==> src/rtl/core/ssm_pkg.sv <==
// ----------------------------------------------------------------------------
// ssm_pkg: shared types for the shearsort matrix block
// Payload structs, configuration indexes and sequencer states.
// ----------------------------------------------------------------------------
`default_nettype none
package ssm_pkg;
	localparam int unsigned DATA_W = 32;
	localparam int unsigned CFG_W = 4;
	localparam logic CFG_IDX_ROWS = 1'b0;
	localparam logic CFG_IDX_COLS = 1'b1;

	typedef struct packed {
		logic signed [DATA_W-1:0] value;
		logic last_in;
	} in_word_t;

	typedef struct packed {
		logic signed [DATA_W-1:0] sorted_value;
		logic last_out;
	} out_word_t;

	typedef enum logic [3:0] {
		ST_LOAD,
		ST_LINE,
		ST_RD_A,
		ST_RD_B,
		ST_CMP,
		ST_WR_A,
		ST_WR_B,
		ST_NEXT,
		ST_OUT_RD,
		ST_OUT_WAIT,
		ST_OUT_SEND
	} state_t;
endpackage
`default_nettype wire

==> src/rtl/core/ssm_ram.sv <==
// ----------------------------------------------------------------------------
// ssm_ram: generic single-port RAM
// One access per cycle: a read, plus a write when we is set; registered read data.
// ----------------------------------------------------------------------------
`default_nettype none
module ssm_ram #(
	parameter int unsigned WIDTH = 32,
	parameter int unsigned DEPTH = 64
) (
	input  wire logic                     clk,
	input  wire logic                     we,
	input  wire logic [$clog2(DEPTH)-1:0] addr,
	input  wire logic [WIDTH-1:0]         wdata,
	output logic      [WIDTH-1:0]         rdata
);
	logic [WIDTH-1:0] mem_q [DEPTH];

	always_ff @(posedge clk) begin
		if (we) begin
			mem_q[addr] <= wdata;
		end
		rdata <= mem_q[addr];
	end
endmodule
`default_nettype wire

==> src/rtl/core/ssm_cmp.sv <==
// ----------------------------------------------------------------------------
// ssm_cmp: bit-serial signed compare
// Shifts two words MSB first, one bit a cycle, and decides swap order.
// ----------------------------------------------------------------------------
`default_nettype none
module ssm_cmp
	import ssm_pkg::*;
(
	input  wire logic              clk,
	input  wire logic              arst_n,
	input  wire logic              start,
	input  wire logic              desc,
	input  wire logic [DATA_W-1:0] a,
	input  wire logic [DATA_W-1:0] b,
	output logic                   done,
	output logic                   swap
);
	localparam int unsigned CNT_W = $clog2(DATA_W) + 1;

	logic [DATA_W-1:0] a_q, b_q;
	logic [CNT_W-1:0] cnt_q;
	logic decided_q, lt_q, gt_q, busy_q;

	// first bit is the sign: invert it for signed order
	always_ff @(posedge clk or negedge arst_n) begin
		if (!arst_n) begin
			busy_q <= 1'b0;
			cnt_q <= '0;
			decided_q <= 1'b0;
			lt_q <= 1'b0;
			gt_q <= 1'b0;
		end else if (start) begin
			busy_q <= 1'b1;
			cnt_q <= '0;
			decided_q <= 1'b0;
			lt_q <= 1'b0;
			gt_q <= 1'b0;
		end else if (busy_q) begin
			if (cnt_q == CNT_W'(DATA_W)) begin
				// every bit seen: raise done for one cycle, then go idle
				busy_q <= 1'b0;
			end else begin
				if (!decided_q) begin
					if (((cnt_q == '0) ? ~a_q[DATA_W-1] : a_q[DATA_W-1]) !=
					    ((cnt_q == '0) ? ~b_q[DATA_W-1] : b_q[DATA_W-1])) begin
						decided_q <= 1'b1;
						lt_q <= (cnt_q == '0) ? a_q[DATA_W-1] : b_q[DATA_W-1];
						gt_q <= (cnt_q == '0) ? b_q[DATA_W-1] : a_q[DATA_W-1];
					end
				end
				cnt_q <= cnt_q + 1'b1;
			end
		end
	end

	always_ff @(posedge clk) begin
		if (start) begin
			a_q <= a;
			b_q <= b;
		end else if (busy_q) begin
			a_q <= {a_q[DATA_W-2:0], 1'b0};
			b_q <= {b_q[DATA_W-2:0], 1'b0};
		end
	end

	// a is the earlier element: swap when b should come first
	assign done = busy_q && (cnt_q == CNT_W'(DATA_W));
	assign swap = desc ? lt_q : gt_q;
endmodule
`default_nettype wire

==> src/rtl/core/shearsort_matrix.sv <==
// ----------------------------------------------------------------------------
// shearsort_matrix: shearsort of a small matrix into snake order
// Loads a matrix row-major, sorts with odd-even transposition per line using
// a bit-serial comparator, then emits it row-major with a last mark.
// ----------------------------------------------------------------------------
// channel | direction | handshake          | word
// in      | input     | in_valid/in_stall  | value, last_in
// out     | output    | out_valid/out_stall| sorted_value, last_out
// cfg     | input     | cfg_we             | rows_used, cols_used by index
//
// Loading accepts one word per cycle. Each line sort runs n passes of odd-even
// transposition; a compare-exchange reads both words over the single RAM port,
// compares them one bit per cycle and writes back a swap. Output registers
// each word read from the RAM before sending. Reset clears control only; the
// store holds what was written. Stalls on the output hold the word in place.
// ----------------------------------------------------------------------------
`default_nettype none
module shearsort_matrix
	import ssm_pkg::*;
#(
	parameter int unsigned MAX_ROWS = 8,
	parameter int unsigned MAX_COLS = 8
) (
	input  wire logic             clk,
	input  wire logic             arst_n,
	input  wire logic             in_valid,
	output logic                  in_stall,
	input  wire in_word_t         in_word,
	output logic                  out_valid,
	input  wire logic             out_stall,
	output out_word_t             out_word,
	input  wire logic             cfg_we,
	input  wire logic             cfg_index,
	input  wire logic [CFG_W-1:0] cfg_data
);
	localparam int unsigned DEPTH = MAX_ROWS * MAX_COLS;
	localparam int unsigned AW = $clog2(DEPTH);
	localparam int unsigned CW = $clog2(DEPTH + 1);
	localparam int unsigned PW = 4;

	logic [CFG_W-1:0] rows_q, cols_q;
	logic [CW-1:0] r_eff, c_eff, total;
	state_t state_q, state_d;
	logic [CW-1:0] load_q, line_q, pass_q, pos_q, out_q;
	logic [PW-1:0] phase_q, nphase;
	logic col_mode_q;
	logic [DATA_W-1:0] a_q, b_q;
	logic [AW-1:0] addr_a, addr_b, ram_addr;
	logic ram_we;
	logic [DATA_W-1:0] ram_wdata, ram_rdata;
	logic cmp_done, cmp_swap, swap_q;
	logic line_desc;
	logic [CW-1:0] len, stride, base, lines;
	logic accept;
	logic cmp_start_q;

	always_comb begin
		r_eff = (rows_q == '0) ? CW'(1) :
		        (32'(rows_q) > MAX_ROWS) ? CW'(MAX_ROWS) : CW'(rows_q);
		c_eff = (cols_q == '0) ? CW'(1) :
		        (32'(cols_q) > MAX_COLS) ? CW'(MAX_COLS) : CW'(cols_q);
		total = CW'(r_eff * c_eff);
		// number of column phases: ceil(log2 rows)
		nphase = '0;
		for (int i = 0; i < 7; i++) begin
			if ((32'd1 << i) < 32'(r_eff)) nphase = PW'(i + 1);
		end
		len = col_mode_q ? r_eff : c_eff;
		lines = col_mode_q ? c_eff : r_eff;
		stride = col_mode_q ? c_eff : CW'(1);
		base = col_mode_q ? line_q : CW'(line_q * c_eff);
		addr_a = AW'(base + pos_q * stride);
		addr_b = AW'(base + (pos_q + CW'(1)) * stride);
	end

	// rows sort ascending on even lines and descending on odd ones
	assign line_desc = !col_mode_q && line_q[0];

	always_ff @(posedge clk or negedge arst_n) begin
		if (!arst_n) begin
			rows_q <= CFG_W'(8);
			cols_q <= CFG_W'(8);
		end else if (cfg_we) begin
			case (cfg_index)
				CFG_IDX_ROWS: rows_q <= cfg_data;
				CFG_IDX_COLS: cols_q <= cfg_data;
				default: ;
			endcase
		end
	end

	assign in_stall = (state_q != ST_LOAD);
	assign accept = in_valid && !in_stall;

	always_comb begin
		state_d = state_q;
		ram_we = 1'b0;
		ram_addr = addr_a;
		ram_wdata = a_q;
		case (state_q)
			ST_LOAD: begin
				ram_addr = AW'(load_q);
				ram_wdata = in_word.value;
				ram_we = accept && (load_q < total);
				if (accept && in_word.last_in) state_d = ST_LINE;
			end
			ST_LINE: state_d = ST_RD_A;
			ST_RD_A: begin
				if (len < CW'(2) || pos_q + CW'(1) >= len) begin
					state_d = ST_NEXT;
				end else begin
					state_d = ST_RD_B;
				end
			end
			ST_RD_B: begin
				ram_addr = addr_b;
				state_d = ST_CMP;
			end
			ST_CMP: begin
				ram_addr = addr_b;
				if (cmp_done) state_d = ST_WR_A;
			end
			ST_WR_A: begin
				ram_we = swap_q;
				ram_wdata = b_q;
				state_d = ST_WR_B;
			end
			ST_WR_B: begin
				ram_addr = addr_b;
				ram_we = swap_q;
				ram_wdata = a_q;
				state_d = ST_RD_A;
			end
			ST_NEXT: begin
				// last pass of the last line of the final row phase: go to output
				if (pass_q + CW'(1) >= len && line_q + CW'(1) >= lines &&
				    !col_mode_q && phase_q == nphase) begin
					state_d = ST_OUT_RD;
				end else begin
					state_d = ST_RD_A;
				end
			end
			ST_OUT_RD: begin
				ram_addr = AW'(out_q);
				state_d = ST_OUT_WAIT;
			end
			ST_OUT_WAIT: state_d = ST_OUT_SEND;
			ST_OUT_SEND: begin
				ram_addr = AW'(out_q);
				if (!out_stall) begin
					state_d = (out_q + CW'(1) == total) ? ST_LOAD : ST_OUT_RD;
				end
			end
			default: state_d = ST_LOAD;
		endcase
	end

	ssm_ram #(.WIDTH(DATA_W), .DEPTH(DEPTH)) u_ram (
		.clk(clk), .we(ram_we), .addr(ram_addr), .wdata(ram_wdata), .rdata(ram_rdata)
	);

	ssm_cmp u_cmp (
		.clk(clk), .arst_n(arst_n), .start(cmp_start_q), .desc(line_desc),
		.a(a_q), .b(ram_rdata), .done(cmp_done), .swap(cmp_swap)
	);

	// Sequencer: a line is sorted by len passes of odd-even transposition.
	always_ff @(posedge clk or negedge arst_n) begin
		if (!arst_n) begin
			state_q <= ST_LOAD;
			load_q <= '0;
			phase_q <= '0;
			line_q <= '0;
			pass_q <= '0;
			pos_q <= '0;
			out_q <= '0;
			col_mode_q <= 1'b0;
			cmp_start_q <= 1'b0;
			swap_q <= 1'b0;
		end else begin
			state_q <= state_d;
			cmp_start_q <= (state_q == ST_RD_B);
			case (state_q)
				ST_LOAD: begin
					if (accept && in_word.last_in) begin
						load_q <= '0;
						phase_q <= '0;
						line_q <= '0;
						pass_q <= '0;
						pos_q <= '0;
						col_mode_q <= 1'b0;
					end else if (accept && load_q < total) begin
						load_q <= load_q + CW'(1);
					end
				end
				ST_CMP: if (cmp_done) swap_q <= cmp_swap;
				ST_WR_B: pos_q <= pos_q + CW'(2);
				ST_NEXT: begin
					// advance pass, then line, then phase
					if (pass_q + CW'(1) < len) begin
						pass_q <= pass_q + CW'(1);
						pos_q <= CW'(!pass_q[0]);
					end else begin
						pass_q <= '0;
						pos_q <= '0;
						if (line_q + CW'(1) < lines) begin
							line_q <= line_q + CW'(1);
						end else begin
							line_q <= '0;
							if (col_mode_q) begin
								col_mode_q <= 1'b0;
								phase_q <= phase_q + PW'(1);
							end else if (phase_q == nphase) begin
								out_q <= '0;
							end else begin
								col_mode_q <= 1'b1;
							end
						end
					end
				end
				ST_OUT_SEND: if (!out_stall) out_q <= out_q + CW'(1);
				default: ;
			endcase
		end
	end

	always_ff @(posedge clk) begin
		if (state_q == ST_RD_B) a_q <= ram_rdata;
		if (state_q == ST_CMP && cmp_done) b_q <= ram_rdata;
		if (state_q == ST_OUT_WAIT) begin
			out_word.sorted_value <= ram_rdata;
			out_word.last_out <= (out_q + CW'(1) == total);
		end
	end

	assign out_valid = (state_q == ST_OUT_SEND);

	// assertions
	a_no_in_while_out: assert property (@(posedge clk) disable iff (!arst_n)
		out_valid |-> in_stall) else $error("input open during output");
	a_load_bound: assert property (@(posedge clk) disable iff (!arst_n)
		(state_q == ST_LOAD) |-> (load_q <= total)) else $error("load count overflow");
	a_hold: assert property (@(posedge clk) disable iff (!arst_n)
		(out_valid && out_stall) |=> out_valid) else $error("output dropped");
endmodule
`default_nettype wire

==> config.mk <==
export PLATFORM = sky130hd
export DESIGN_NAME = shearsort_matrix
export DESIGN_NICKNAME = d
export VERILOG_FILES = /design/src/rtl/core/ssm_pkg.sv /design/src/rtl/core/ssm_ram.sv /design/src/rtl/core/ssm_cmp.sv /design/src/rtl/core/shearsort_matrix.sv
export SDC_FILE = /design/constraint.sdc
export NUM_CORES = 2
export LEC_CHECK = 0
export ABC_AREA = 1
export BUFFER_PORTS_ARGS = -buffer_cell sky130_fd_sc_hd__clkbuf_2
export CAP_MARGIN = 20
export CELL_PAD_IN_SITES_DETAIL_PLACEMENT = 2
export CELL_PAD_IN_SITES_GLOBAL_PLACEMENT = 2
export CORE_ASPECT_RATIO = 2
export CORE_MARGIN = 1
export CORE_UTILIZATION = 38
export DETAILED_ROUTE_END_ITERATION = 7
export PLACE_DENSITY = 0.79
export RECOVER_POWER = 25
export SYNTH_ARGS = -nofsm -noshare
export SYNTH_HDL_FRONTEND = slang
export SYNTH_SLANG_ARGS = --single-unit
==> constraint.sdc <==
create_clock -name clk -period 6.8 [get_ports clk]
set_input_delay 1.36 -clock clk [delete_from_list [all_inputs] [get_ports clk]]
set_output_delay 1.36 -clock clk [all_outputs]
set_load 0.03 [all_outputs]
==> impl_metrics.csv <==
group,metric,value,unit
status,status,"finished with violations",
status,failed_checks,"max-capacitance violations, max-slew violations",
critical_path,crit-reg2reg-launch,"state_q[3]",
sta,hold_violations,0,
yosys,synth_compound_area_share,0.6896,%
yosys,synth_xor_area_share,0.2768,%
critical_path,end_kind,"flip-flop",
yosys,synth_top_area_cell,"edfxtp_1",
finish,fillers,27680,
yosys,yosys_register_bits,2305,
sta,tightest_slew,4.104,ns
route,ant_nets,0,
route,drtIter0Drc,6615,
route,vias,76990,
grt,grt_max_degree,168,
clock_network,cts_buffers,216,
yosys,synth_flop_cell,"edfxtp_1",
yosys,syn_nets,10260,
sta,fmax,150.1,MHz
grt,grt_pass1_wl,604.5,mm
yosys,netlist_top_cells_area,"edfxtp_1 66%, nand2_1 20%, nand3_1 5.5%",
critical_path,cp_slowest_cell,"clkbuf_1",
placed_design,port_buffers,77,
clock_network,clk_latency,0.92,ns
sta,fin_ws,0.1395,ns
placed_design,dp.final_hpwl,272.6,mm
critical_path,worst_r2r_endpoint,"u_ram.mem_q[37][22]",
critical_path,crit_fanout,34,
finish,final_layout_size_suffix_gt1_share,6.892,%
route,drc,0,
grt,grt_util_met1,33.51,%
clock_network,cts_root_buf,"clkbuf_16",
critical_path,crit_family,"buffers and inverters",
yosys,synth_edf_count,2209,
route,wirelength,421.5,mm
placed_design,preCtsSetupSlack,0.2369,ns
route,dr.pass1.iters,5,
grt,grt-busiest-layer,"met2",
sta,period_share,97.95,%
finish,syn_to_final_growth,12.75,%
critical_path,required,7.36,ns
clock_network,clk_pin_slew,0.07,ns
yosys,yosys-mux-area-fraction,0,%
die,io_pins,78,
sta,period_needed,6.660,ns
die,core_region_area,264600,sq um
clock_network,tritoncts,"yes",
die,die_y,731.9,um
yosys,yosysTopAreaCellShare,65.52,%
sta,setup_violations,0,
yosys,ys_types,46,
die,placementRows,267,
critical_path,reg2reg_depth,10,
die,die_w,367.0,um
critical_path,critical-path-max-stage-delay,1.98,ns
sta,rsz0062_at_grt,"no",
yosys,ys_seq_area_share,67.74,%
flow_run,drv_cap,25,
yosys,synthAdderAreaFrac,1.248,%
route,avgRoutedWirePerCell,30.59,um
die,fp.dieArea,268600,sq um
min_path,hp-start,"pass_q[5]",
min_path,worstHoldPathCells,2,
yosys,synth_area_per_cell,9.994,sq um
yosys,synth_top_family_by_area,"simple AND/OR/NAND/NOR gates",
finish,layout.nets,10240,
yosys,syn_inst,10130,
grt,met3_usage,3.446,%
critical_path,cp_cell_sequence,"nor2_1 -> nand2_1 -> inv_1 -> clkbuf_1 -> nor2_1 -> clkbuf_1 -> nand2_1 -> nand3_1 -> clkbuf_1 -> buf_4",
clock_network,htreeDepth,4,
yosys,synth-simple-area-share,26.88,%
grt,grt.total_usage,30.91,%
sta,skew,0.05974,ns
sta,relSlewSlack,-173.6,%
critical_path,path_buf_inv,5,
yosys,synthArstFlopShare,2.777,%
grt,grt_util_met2,55.34,%
min_path,worstHoldEndpoint,"pass_q[5]",
clock_network,clockBufferDepth,4,
critical_path,cp_data_arrival_time,7.22,ns
critical_path,startpoint_type,"flip-flop",
grt,overflow,0,
critical_path,r2r_slack,0.14,ns
yosys,syn_area,101200,sq um
placed_design,place_congestion,0.8934,
critical_path,critPathKind,"flip-flop to flip-flop",
die,start_util,38.26,%
clock_network,clock-sinks,2305,
grt,antenna_found_initial,22,
critical_path,crit_top_cell,"clkbuf_1",
grt,grt_pass1_vias,84760,
route,vias_per_cell,5.587,
sta,maxSlewViolCount,797,
min_path,hold_class,"flip-flop to flip-flop",
yosys,yosys_warnings,0,
==> area by class of cell <==
type / instances / area, sq um / share of cell area (%)
sequential: 2305 / 68580 / 60.08
multi-input combinational: 7073 / 30060 / 26.34
clock buffer: 258 / 5668 / 4.966
tap: 3497 / 4375 / 3.833
timing repair buffer: 347 / 3652 / 3.200
clock inverter: 125 / 1147 / 1.005
inverter: 165 / 639.4 / 0.5601
antenna: 9 / 22.52 / 0.01973
==> per-stage QoR <==
stage / setup TNS [ns] / instances / hold slack (ns) / utilization (%) / cell area [sq um]
after floorplan: -53.40 / 10130 / 0.4432 / - / 101200
after global placement: 0 / 13380 / 0.4852 / 40.62 / 107500
after detailed placement: 0 / 13380 / 0.5075 / 40.65 / 107600
after CTS: 0 / 13770 / 0.4903 / 43.23 / 114400
after global routing: 0 / 13770 / 0.5395 / 43.13 / 114100
final: 0 / 13780 / 0.5121 / 43.14 / 114100
==> Yosys cell counts (all sizes together) (3+ instances only) <==
cell type	count
nand2	5500
edfxtp	2209
nand3	1119
buf	335
clkbuf	252
nor2	169
inv	162
dfrtp	62
ha	61
o21ai	60
dfxtp	32
a21oi	30
xor2	26
fa	25
nand4	23
nor3	11
a31oi	7
nand3b	6
xnor2	6
o22ai	5
clkinv	3
o2111ai	3
o211ai	3
o21bai	3
or2	3
==> worst register-to-register path, stage by stage, from the launching register on <==
cell and delay (ns):
dfrtp_1 0.48, nor2_1 0.16, nand2_1 0.26, inv_1 0.39
clkbuf_1 0.59, nor2_1 0.37, clkbuf_1 0.88, nand2_1 0.17
nand3_1 0.14, clkbuf_1 1.98, buf_4 0.80
==> state kept, by name, summed over array words and instances (netlist names), 4 cells and up <==
signal,count
u_cmp.b_q,32
phase_q,4
out_q,7
u_ram.rdata,32
load_q,7
a_q,32
rows_q,4
u_ram.mem_q,2048
state_q,4
line_q,7
b_q,32
out_word,33
u_cmp.a_q,32
pass_q,7
pos_q,7
u_cmp.cnt_q,6
cols_q,4
==> cell usage in the layout, fill, tap and decap left out, types with 55 or more instances in the layout <==
cell type / n
o21ai_0: 55
buf_4: 132
clkbuf_1: 92
nand3_1: 1110
nor2_1: 97
clkbuf_16: 221
ha_1: 61
nand2_1: 5488
edfxtp_1: 2209
inv_1: 150
dfrtp_1: 61
nor2_4: 68
buf_12: 107
==> worst max path at each step <==
stage | start | endpoint | cells past startpoint
2_1_floorplan | cols_q[3] | u_ram.mem_q[32][0] | 22
3_3_place_gp | cols_q[3] | u_ram.mem_q[14][5] | 25
3_5_place_dp | cols_q[3] | u_ram.mem_q[30][5] | 25
4_1_cts | cols_q[3] | u_ram.mem_q[14][14] | 25
5_1_grt | cols_q[3] | u_ram.mem_q[10][11] | 30
6_report | state_q[3] | u_ram.mem_q[37][22] | 10
==> timing repair <==
item | in CTS | in global routing
gates resized for setup | 0 | 4
hold buffers | 0 | 0
endpoints found under the setup margin | 0 | 1042
setup buffers | 0 | 1
==> cells by family (layout without fill, tap and decap cells) <==
kind of cell,count (synthesis),after routing
flip-flops,2305,2305
buffers and inverters,752,895
adder cells (fa/ha/maj),86,86
AND/OR/NAND/NOR,6832,6832
XOR/XNOR,32,32
AO/OA/AOI/OAI,123,123
other,0,9
==> per-layer routing <==
layer,up-vias,routed length [um]
li1,33490,-
met1,40100,147800
met2,2481,217100
met5,-,26
met3,908,20350
met4,4,36220
Power is not shown: default switching activity piles up to over one toggle a cycle in this logic, so the estimate is an artifact.
